[config.mk]
export PLATFORM = sky130hd
export DESIGN_NAME = gms_ctrl
export DESIGN_NICKNAME = d
export VERILOG_FILES = /design/src/rtl/gradient_magnitude_stream_defines.svh /design/src/rtl/gms_pkg.sv /design/src/rtl/gms_ctrl.sv
export SDC_FILE = /design/constraint.sdc
export NUM_CORES = 1
export LEC_CHECK = 0
export ABC_CLOCK_PERIOD_IN_PS = 1330
export BUFFER_PORTS_ARGS = -buffer_cell sky130_fd_sc_hd__buf_2
export CAP_MARGIN = 30
export CORE_AREA = 3 3 40 42
export CTS_BUF_LIST = sky130_fd_sc_hd__clkbuf_8
export CTS_CLUSTER_DIAMETER = 30
export DETAILED_ROUTE_END_ITERATION = 12
export DIE_AREA = 0 0 43 45
export SETUP_SLACK_MARGIN = 0.02
export SLEW_MARGIN = 20
export SYNTH_ARGS = -nofsm -noshare
export SYNTH_HDL_FRONTEND = slang
export SYNTH_SLANG_ARGS = --single-unit
[constraint.sdc]
create_clock -name clock -period 1.33 [get_ports clock]
set_clock_uncertainty 0.05 [all_clocks]
set_input_delay 0 -clock clock [delete_from_list [all_inputs] [get_ports clock]]
set_output_delay 0 -clock clock [all_outputs]
set_load 0.02 [all_outputs]
[src/rtl/gradient_magnitude_stream_defines.svh]
// ----------------------------------------------------------------------------
// gradient_magnitude_stream_defines
// Assertion macros shared by the gradient magnitude block.
// ----------------------------------------------------------------------------
`ifndef GRADIENT_MAGNITUDE_STREAM_DEFINES_SVH
`define GRADIENT_MAGNITUDE_STREAM_DEFINES_SVH

// Check that a condition implies another in the same cycle.
`define GMS_ASSERT_SAME(label, ante, cons) \
   label: assert property (@(posedge clock) disable iff (reset) (ante) |-> (cons)) \
      else $error("gradient_magnitude_stream: same-cycle check failed");

// Check that a condition implies another in the following cycle.
`define GMS_ASSERT_NEXT(label, ante, cons) \
   label: assert property (@(posedge clock) disable iff (reset) (ante) |=> (cons)) \
      else $error("gradient_magnitude_stream: next-cycle check failed");

`endif

[src/rtl/gms_pkg.sv]
// ----------------------------------------------------------------------------
// gms_pkg
// Types and constants of the gradient magnitude block.
// ----------------------------------------------------------------------------
package gms_pkg;

   localparam int PixelBits    = 8;
   localparam int MaxWidth     = 1024;
   localparam int MaxHeight    = 4096;
   localparam int ColBits      = $clog2(MaxWidth);
   localparam int RowBits      = $clog2(MaxHeight);
   localparam int WidthBits    = 11;
   localparam int HeightBits   = 13;
   localparam int CsrIndexBits = 2;
   localparam int CsrDataBits  = 13;
   localparam int DiffBits     = PixelBits + 1;
   localparam int RootBits     = 9;
   localparam int RemBits      = RootBits + 1;
   localparam int SumBits      = 2 * RootBits;
   localparam int StepBits     = $clog2(RootBits);

   localparam logic [CsrIndexBits-1:0] CSR_FRAME_WIDTH  = CsrIndexBits'(0);
   localparam logic [CsrIndexBits-1:0] CSR_FRAME_HEIGHT = CsrIndexBits'(1);

   localparam logic [WidthBits-1:0]  WidthReset  = WidthBits'(640);
   localparam logic [HeightBits-1:0] HeightReset = HeightBits'(480);
   localparam logic [WidthBits-1:0]  WidthMin    = WidthBits'(3);
   localparam logic [WidthBits-1:0]  WidthMax    = WidthBits'(MaxWidth);
   localparam logic [HeightBits-1:0] HeightMin   = HeightBits'(3);
   localparam logic [HeightBits-1:0] HeightMax   = HeightBits'(MaxHeight);

   typedef enum logic [2:0] {
      ST_IDLE,
      ST_LOAD,
      ST_SQUARE,
      ST_ROOT,
      ST_DONE
   } state_type;

   typedef struct packed {
      logic capture;     // take the pixel, read both line buffers
      logic update;      // write lines, shift window, form differences
      logic root_start;  // square and sum, load the root unit
      logic root_step;   // one digit of the root
      logic publish;     // load the result register
   } cmd_type;

   typedef struct packed {
      logic emit;        // current pixel closes an interior window
      logic root_done;   // root unit is on its last digit
      logic rsp_free;    // result register can take a new beat
   } status_type;

endpackage

[src/rtl/gms_ctrl.sv]
// ----------------------------------------------------------------------------
// gms_ctrl
// Sequencer for one pixel: read, update and, on emit, square, root, publish.
// ----------------------------------------------------------------------------
module gms_ctrl (
   input  logic                clock,
   input  logic                reset,
   input  logic                req_valid,
   output logic                req_ready,
   output gms_pkg::cmd_type    cmd,
   input  gms_pkg::status_type status
);
   import gms_pkg::*;

   state_type state_ff;
   state_type state_in;

   always_ff @(posedge clock) begin
      if (reset) begin
         state_ff <= ST_IDLE;
      end else begin
         state_ff <= state_in;
      end
   end

   always_comb begin
      state_in = state_ff;
      case (state_ff)
         ST_IDLE: begin
            if (req_valid) begin
               state_in = ST_LOAD;
            end
         end
         ST_LOAD: begin
            state_in = status.emit ? ST_SQUARE : ST_IDLE;
         end
         ST_SQUARE: begin
            state_in = ST_ROOT;
         end
         ST_ROOT: begin
            if (status.root_done) begin
               state_in = ST_DONE;
            end
         end
         ST_DONE: begin
            if (status.rsp_free) begin
               state_in = ST_IDLE;
            end
         end
         default: begin
            state_in = ST_IDLE;
         end
      endcase
   end

   always_comb begin
      cmd       = '0;
      req_ready = 1'b0;
      case (state_ff)
         ST_IDLE: begin
            req_ready   = 1'b1;
            cmd.capture = req_valid;
         end
         ST_LOAD: begin
            cmd.update = 1'b1;
         end
         ST_SQUARE: begin
            cmd.root_start = 1'b1;
         end
         ST_ROOT: begin
            cmd.root_step = 1'b1;
         end
         ST_DONE: begin
            cmd.publish = status.rsp_free;
         end
         default: begin
            cmd = '0;
         end
      endcase
   end

endmodule

==> results of run 1 <==
==> layout make-up <==
type	instances	area share (%)
clock buffers	3	12.8
well taps	15	5.81
multi-input cells	16	36.8
repair buffers	14	24.8
flip-flops and latches	3	18.6
clock inverters	1	1.16
==> cells in the final DEF, fill, tap and decap left out <==
cell type / n
and3b_1: 1
buf_2: 11
nand3b_1: 1
nor3_2: 1
a211oi_1: 2
or4b_1: 1
inv_1: 1
o21bai_1: 1
nand2b_1: 1
dfxtp_1: 3
nand2_1: 1
nor3_1: 1
nor3b_1: 2
a21oi_1: 1
nand4b_1: 1
dlygate4sd3_1: 1
clkbuf_8: 3
and2_1: 1
buf_4: 2
a21bo_2: 1
==> stage by stage <==
| step | utilization, % | power (mW) |
|---|---|---|
| after global routing | 25.1 | 0.449 |
| after CTS | 25.1 | 0.434 |
| after detailed placement | 20.8 | 0.170 |
| after floorplan | - | 0.150 |
| after global placement | 20.8 | 0.170 |
| final | 25.1 | 0.426 |
==> kinds of logic (layout without fill, tap and decap cells) <==
kind of cell,after synthesis,after routing,synth area share (%)
AO/OA/AOI/OAI,5,5,18.5
buffers and inverters,4,18,14.2
AND/OR/NAND/NOR,11,11,37.7
flip-flops,3,3,29.6
==> worst max path at each step <==
| stage | start | to | slack, ns |
|---|---|---|---|
| final | state_ff[1] | state_ff[2] | 0.15 |
| after CTS | state_ff[1] | state_ff[2] | 0.14 |
| after global placement | state_ff[1] | state_ff[2] | 0.19 |
| after floorplan | state_ff[0] | state_ff[2] | 0.17 |
| after global routing | state_ff[1] | state_ff[2] | 0.08 |
| after detailed placement | state_ff[1] | state_ff[2] | 0.15 |
==> what timing repair did <==
item | in CTS | in global routing
setup endpoints to repair | 0 | 0
hold endpoints to repair | 3 | 0
hold buffers | 1 | 0
==> metal layers <==
metal  vias up  routed length, um  GRT usage [%]
li1        111                  -              -
met5         -                  0              0
met3         2                 26           2.79
met1        95                196           4.81
met2         8                222           9.28
met4         0                 13           7.23
==> power by group through the flow <==
stage	Sequential (mW)	Clock, mW	Combinational [mW]
after floorplan	0.0982	0	0.0517
after global placement	0.102	0	0.0679
after detailed placement	0.103	0	0.0679
after CTS	0.101	0.263	0.0702
after global routing	0.102	0.272	0.0749
final	0.101	0.256	0.0688
==> worst min-delay path, delay by kind of cell <==
| family | cells | cell delay, ns |
|---|---|---|
| AO/OA/AOI/OAI | 1 | 0.06 |
| buffers and inverters | 1 | 0.10 |
| AND/OR/NAND/NOR | 1 | 0.06 |
==> reports/summary.txt, run 1 <==
Run status: complete, no violations
Crit path DAT: 1.28 ns
Starting DRT DRC Count: 11
Routability cong.: 0.655
Synth area leaders: dfxtp_1, a211oi_1, nor3b_1
Inst Count DP: 47
Die X: 43 um
Buffer and inverter count on the worst path: 0
Multi-input logic area: 119 um2
Post-synth top area cell: dfxtp_1
Router iterations before antenna repair: 4
Commonest cells post-synth: dfxtp_1, a211oi_1, buf_2, nor3_1, nor3b_1
Die H: 45 um
Routed len/inst: 8.83 um
Cell family with most CP delay: simple AND/OR/NAND/NOR gates
Num CTS Buffers: 3
Slew HR: 79.5%
Antenna violations before repair: 0
Final Hold Fails: 0
Hold WC Path Type: input pin to flop
Hold_sp: status[2]
Pins Over Slew Limit: 0
Hold worst-path end: state_ff[1]
CTS resizes: 0
CTS sink count: 3
Min Tclk post-route: 1.18 ns
Largest regs: state_ff x3
Fill cells: 149
CTS H-tree depth: 1
Fin Setup TNS: 0 ns
Final worst slack: 0.147 ns
Final instance area: 323 um2
CTS tree: built
Worst-path clk slew: 0.03 ns
Hold slack: 0.00730 ns
Max_cap viols: 0
Gr usage total: 5.82%
Number of global-route vias before repair: 203
# diodes: 0
Placed wire-length estimate: 342 um
Layout Cells excl Fill: 52
Post-synth ARST share: 0%
Number of cells on the worst hold path: 3
Unrepaired setup endpoints after global routing: false
Critical-path maximum fanout: 11
Syn Area/Cell: 8.81 um2
RR Endpoint: state_ff[2]
Die area: 1940 um2
Clock buffer depth: 2
Number of flip-flops in the largest register: 3
Crit-path cells: or4b_1 -> a21oi_1
Unique masters post-synth: 17
DRC Markers: 0
Top-level I/O count: 12
Total number of cells along the worst setup path: 2
Switching Fraction: 23.7%
Critical Path Source Type: flop
Worst VDD drop: 289 uV
Port Buffer Count: 11
Vias per cell: 4.15
Final number of setup-violating endpoints: 0
Main flop type after synthesis: dfxtp_1
Core ar.: 1280 um2
PwrDens: 1320 nW/um2
Pre-CTS WS: 0.153 ns
Reg power frac: 23.7%
Total congestion overflow: 0
Final nets: 44
Int Power: 0.325 mW
Clk root buf: clkbuf_8
Worst R2R Start: state_ff[1]
Register area: 60.1 um2
Leakage: 0.147 nW
CP max stage delay: 0.53 ns
Fmax: 0.846 GHz
Period utilisation layout: 88.9%
Wire length of the first global-routing pass: 765 um
Top reg by flops: state_ff
YS warnings: 0
Worst Tran Pin Value: 0.307 ns
Antenna-violating nets left: 0
DR vias: 216
FF-to-FF setup slack: 0.15 ns
Ratio of cells with drive above 1 in the final layout: 48.6%
Final WL: 459 um
P&R area growth vs syn: 59.3%
Critical path class: flop to flop
Placed cell area: 268 um2
Register-to-Register Path Depth: 2
Synthesis-stage register bit count: 3
Most common cell in the synthesized netlist: dfxtp_1
Post-Synthesis Cells: 23
EDFF count, synth: 0
Mapped Area: 203 um2
Critical Path Sink Type: flop
Slowest cell on the critical path: or4b_1
Initial core utilization: 15.8%
Largest net degree at the start of global routing: 12
Net Switching: 0.101 mW
Cell Rows: 13
Syn nets: 29
Clk pwr share: 60.1%
Combinational share of power: 16.1%
Top-area cell type share of the netlist area: 29.6%
Worst-skew pair later-pin latency: 0.21 ns
Req. time, crit path: 1.42 ns
Post-CTS Setup Bufs: 0
Register area share after synthesis: 29.6%
No activity file was read; power rests on OpenSTA's default activity.
==> run 2: changes to the inputs <==
- CORE_AREA: 3 3 40 42 -> 2 2 39 41
- DIE_AREA: 0 0 43 45 -> 0 0 41 43
==> reports/summary.txt, run 2 (synthesis gave the netlist of run 1 again) <==
Run status: complete, no violations
Critical Path Sink: state_ff[2]
Cell Rows: 14 (+1)
Antenna violations before repair: 0 (unchanged)
Worst Setup SP: state_ff[1]
CTS tree: built
Final instance area: 324 um2 (+0.39%)
Vias per cell: 4.02 (-3.2%)
Routability cong.: 0.730 (+12%)
Worst Tran Pin Value: 0.345 ns (+0.0381 ns)
Port Buffer Count: 11 (unchanged)
Routed len/inst: 9.09 um (+3.0%)
Register-to-Register Path Depth: 2 (unchanged)
CTS resizes: 0 (unchanged)
Critical Path Source Type: flop
Min Tclk post-route: 1.21 ns (+0.0225 ns)
Worst-path clk slew: 0.03 ns (about the same)
Die X: 41 um (-4.7%)
P&R area growth vs syn: 59.9%
Final number of setup-violating endpoints: 0 (unchanged)
Met3 GRT Util: 6.81% (+4.0 points)
Clk root buf: clkbuf_8
Largest regs: state_ff x3
Die H: 43 um (-4.4%)
Gr usage total: 6.61% (+0.79 points)
Total number of cells along the worst setup path: 2 (unchanged)
Buffer and inverter count on the worst path: 0 (unchanged)
Top reg by flops: state_ff
Final Hold Fails: 0 (unchanged)
Met2 usage: 6.88% (-2.4 points)
Period utilisation layout: 90.6% (+1.7 points)
Slew HR: 77.0% (-2.5 points)
Cell family with most CP delay: simple AND/OR/NAND/NOR gates
Wire length of the first global-routing pass: 703 um (-8.1%)
Met1 Use GR: 7.99% (+3.2 points)
Pins Over Slew Limit: 0 (unchanged)
Placed cell area: 269 um2 (+0.47%)
Fin Setup TNS: 0 ns (unchanged)
Critical path class: flop to flop
Worst VDD drop: 736 uV (+150%)
PwrDens: 1310 nW/um2 (-0.91%)
Largest net degree at the start of global routing: 12 (unchanged)
Placed wire-length estimate: 350 um (+2.3%)
Max_cap viols: 0 (unchanged)
FF-to-FF setup slack: 0.12 ns (-0.02 ns)
Total congestion overflow: 0 (unchanged)
Router iterations before antenna repair: 3 (-1)
Most Crowded Layer GR: met1
Final nets: 44 (unchanged)
Critical Path Sink Type: flop
Die area: 1760 um2 (-8.9%)
Final WL: 482 um (+5.0%)
Commonest non-fill, non-tap cells in the layout: buf_2, clkbuf_8, dfxtp_1
Hold WC Path Type: input pin to flop
Total power draw: 0.424 mW (-0.52%)
Initial core utilization: 14.6% (-1.1 points)
Crit-path cells: or4b_1 -> a21oi_1
Core ar.: 1380 um2 (+7.7%)
Crit path DAT: 1.30 ns (+0.02 ns)
CTS sink count: 3 (unchanged)
Number of flip-flops in the largest register: 3 (unchanged)
Hold_buf cts: 1 (unchanged)
Leakage: 0.147 nW (unchanged)
Req. time, crit path: 1.42 ns (about the same)
Starting DRT DRC Count: 3 (-8)
RR Endpoint: state_ff[2]
Slowest cell on the critical path: or4b_1
# diodes: 0 (unchanged)
CP max stage delay: 0.54 ns (about the same)
Ratio of cells with drive above 1 in the final layout: 48.6% (unchanged)
Antenna-violating nets left: 0 (unchanged)
DR vias: 213 (-1.4%)
Critical-path maximum fanout: 11 (unchanged)
Clock buffer depth: 2 (unchanged)
CTS H-tree depth: 1 (unchanged)
Num CTS Buffers: 3 (unchanged)
Unrepaired setup endpoints after global routing: false
Worst R2R Start: state_ff[1]
Fmax: 0.830 GHz (-1.9%)
Number of global-route vias before repair: 180 (-11%)
Worst-skew pair later-pin latency: 0.21 ns (about the same)
DRC Markers: 0 (unchanged)
Most common cell after layout, fill and taps aside: buf_2
Post-CTS Setup Bufs: 0 (unchanged)
Top-level I/O count: 12 (unchanged)
## run 2: cell counts in the layout (fill, tap and decap cells not counted)
No cell type changed its count.
## run 2: per-stage QoR
stage | setup slack [ns] | hold slack [ns] | std cells | utilization, %
after floorplan | 0.173 | 0.0191 | 23 | -
after global placement | 0.190 | 0.151 | 48 | 19.4
after detailed placement | 0.139 | 0.155 | 48 | 19.4
after CTS | 0.121 | 0.00639 | 53 | 23.4
after global routing | 0.0254 | 0.0334 | 53 | 23.4
final | 0.125 | 0.00800 | 53 | 23.4
## run 2: worst min-delay path by stage
stage          startpoint          end  slack, ns  cells after the start
6_report        status[2]  state_ff[1]      0.008                      3
3_3_place_gp        reset  state_ff[2]       0.15                      2
5_1_grt         status[2]  state_ff[1]       0.03                      3
3_5_place_dp        reset  state_ff[1]       0.15                      2
4_1_cts         status[2]  state_ff[1]      0.006                      3
2_1_floorplan       reset  state_ff[2]       0.02                      1
## run 2: worst min-delay path, cell delays in order
cell and delay, ns:
buf_2 0.09, nand3b_1 0.06, a211oi_1 0.06
## run 2: area by class of cell
cell class              instances  area [um2]
fillers                       156        1060
multi-input cells              16         119
repair buffers                 14        80.1
flip-flops and latches          3        60.1
clock buffers                   3        41.3
well taps                      16        20.0
clock inverters                 1        3.75
## run 2: report_power, final
group	switching [mW]	leakage (nW)	internal (mW)
Combinational	0.0367	0.0957	0.0330
Sequential	0.00645	0.0245	0.0956
Clock	0.0560	0.0269	0.196
Total	0.0992	0.147	0.325
## run 2: routing by layer
metal | vias up | routed length [um]
li1 | 110 | -
met1 | 95 | 243
met2 | 8 | 184
met3 | 0 | 55
met4 | 0 | 0
met5 | - | 0
==> run 3: changes to the inputs <==
- BUFFER_PORTS_ARGS: -buffer_cell sky130_fd_sc_hd__buf_2 -> unset
- CELL_PAD_IN_SITES_DETAIL_PLACEMENT: unset -> 0
- CELL_PAD_IN_SITES_GLOBAL_PLACEMENT: unset -> 2
- DONT_BUFFER_PORTS: unset -> 1
- PLACE_DENSITY_LB_ADDON: unset -> 0.1
==> reports/summary.txt, run 3 (synthesis gave the netlist of run 1 again) <==
Run status: complete, no violations
Largest regs: state_ff x3
Total congestion overflow: 0 (unchanged)
Inst Count DP: 42 (-13%)
Hold WC Path Type: input pin to output port
Vias per cell: 3.94 (-1.9%)
Crit path DAT: 1.15 ns (-0.15 ns)
Req. time, crit path: 1.28 ns (-0.14 ns)
Routability cong.: 0.593 (-19%)
Die X: 41 um (unchanged)
Critical-path maximum fanout: 6 (-5)
Most common cell after layout, fill and taps aside: buf_4
Number of global-route vias before repair: 233 (+29%)
Routed length on met2: 220 um (+20%)
Top reg by flops: state_ff
Final number of setup-violating endpoints: 0 (unchanged)
Max_cap viols: 0 (unchanged)
Ratio of cells with drive above 1 in the final layout: 34.3% (-14 points)
Initial core utilization: 14.6% (unchanged)
Die H: 43 um (unchanged)
Uppermost layer routed: met4
Wire length of the first global-routing pass: 821 um (+17%)
Final nets: 42 (-4.5%)
Final Hold Fails: 0 (unchanged)
Antenna violations before repair: 0 (unchanged)
Critical Path Source Type: flop
Largest net degree at the start of global routing: 10 (-2)
Period utilisation layout: 90.0% (-0.58 points)
P&R area growth vs syn: 71.0%
Clk root buf: clkbuf_8
Worst VDD drop: 323 uV (-56%)
M1 WL: 206 um (-15%)
Cell Rows: 14 (unchanged)
Slew HR: 85.2% (+8.2 points)
CTS H-tree depth: 1 (unchanged)
Num CTS Buffers: 3 (unchanged)
Port Buffer Count: 0 (-11)
Total power draw: 0.432 mW (+1.9%)
Clock buffer depth: 2 (unchanged)
CTS sink count: 3 (unchanged)
Worst-skew pair later-pin latency: 0.21 ns (about the same)
Layout Cells excl Fill: 51 (-3.8%)
Leakage: 0.141 nW (-4.2%)
Starting DRT DRC Count: 0 (-3)
Die area: 1760 um2 (unchanged)
Worst Tran Pin Value: 0.223 ns (-0.122 ns)
Antenna-violating nets left: 0 (unchanged)
Commonest non-fill, non-tap cells in the layout: buf_4, dlygate4sd3_1, clkbuf_8, dfxtp_1
Unrepaired setup endpoints after global routing: false
DR vias: 201 (-5.6%)
Fill cells: 160 (+2.6%)
DRC Markers: 0 (unchanged)
Worst-path clk slew: 0.03 ns (about the same)
Critical path class: flop to output port
Critical Path Sink Type: output port
CTS tree: built
Gr usage total: 7.33% (+0.72 points)
Pins Over Slew Limit: 0 (unchanged)
Fin Setup TNS: 0 ns (unchanged)
Min Tclk post-route: 1.20 ns (-0.00777 ns)
Fmax: 0.835 GHz (+0.65%)
Final WL: 482 um (unchanged)
# diodes: 0 (unchanged)
Router iterations before antenna repair: 1 (-2)
Top-level I/O count: 12 (unchanged)
Core ar.: 1380 um2 (unchanged)
Routed len/inst: 9.45 um (+3.9%)
Number of flip-flops in the largest register: 3 (unchanged)
Routed wl met3: 38 um (-31%)
PwrDens: 1250 nW/um2 (-4.8%)
[run 3: path summary, 6_finish.rpt]
check               from          end  slack [ns]  cells past startpoint
max          state_ff[1]       cmd[4]        0.13                      3
min            req_valid       cmd[4]        0.14                      1
max reg2reg  state_ff[1]  state_ff[2]        0.23                      2
min reg2reg  state_ff[0]  state_ff[2]        0.47                      2
[run 3: per-layer routing]
metal	up-vias	GRT usage [%]
met3	2	3.14
met5	-	0
met1	86	6.75
li1	105	-
met2	8	10.6
met4	0	8.00
[run 3: critical path, stage by stage (launching register included)]
cell and delay (ns):
dfxtp_1 0.34, buf_4 0.17, nor3_2 0.17, and2_1 0.26
[run 3: repair_timing]
item | CTS | global route
buffers inserted | 0 | 0
gates resized for setup | 0 | 0
hold endpoints to repair | 3 | 0
hold buffers | 5 | 0
setup endpoints to repair | 0 | 0
[run 3: final cells by class]
class	count	area [um2]	area share (%)
multi-input cells	16	119	34.3
repair buffers	12	103	29.6
flip-flops and latches	3	60.1	17.3
clock buffers	3	41.3	11.9
well taps	16	20.0	5.78
clock inverters	1	3.75	1.08
[run 3: power by group]
part           internal, mW  leakage [nW]  total [mW]  switching, mW
clock network         0.196        0.0269       0.254         0.0581
registers            0.0956        0.0245      0.0992        0.00363
logic                0.0403        0.0895      0.0782         0.0379
[run 3: per-stage QoR]
| stage | area, um2 | setup slack (ns) | hold slack [ns] | utilization, % |
|---|---|---|---|---|
| after floorplan | 208 | 0.173 | 0.0191 | - |
| after global placement | 251 | 0.228 | 0.0218 | 18.2 |
| after detailed placement | 251 | 0.231 | 0.0226 | 18.2 |
| after CTS | 347 | 0.115 | 0.137 | 25.0 |
| after global routing | 347 | 0.0586 | 0.141 | 25.0 |
| final | 347 | 0.133 | 0.135 | 25.0 |
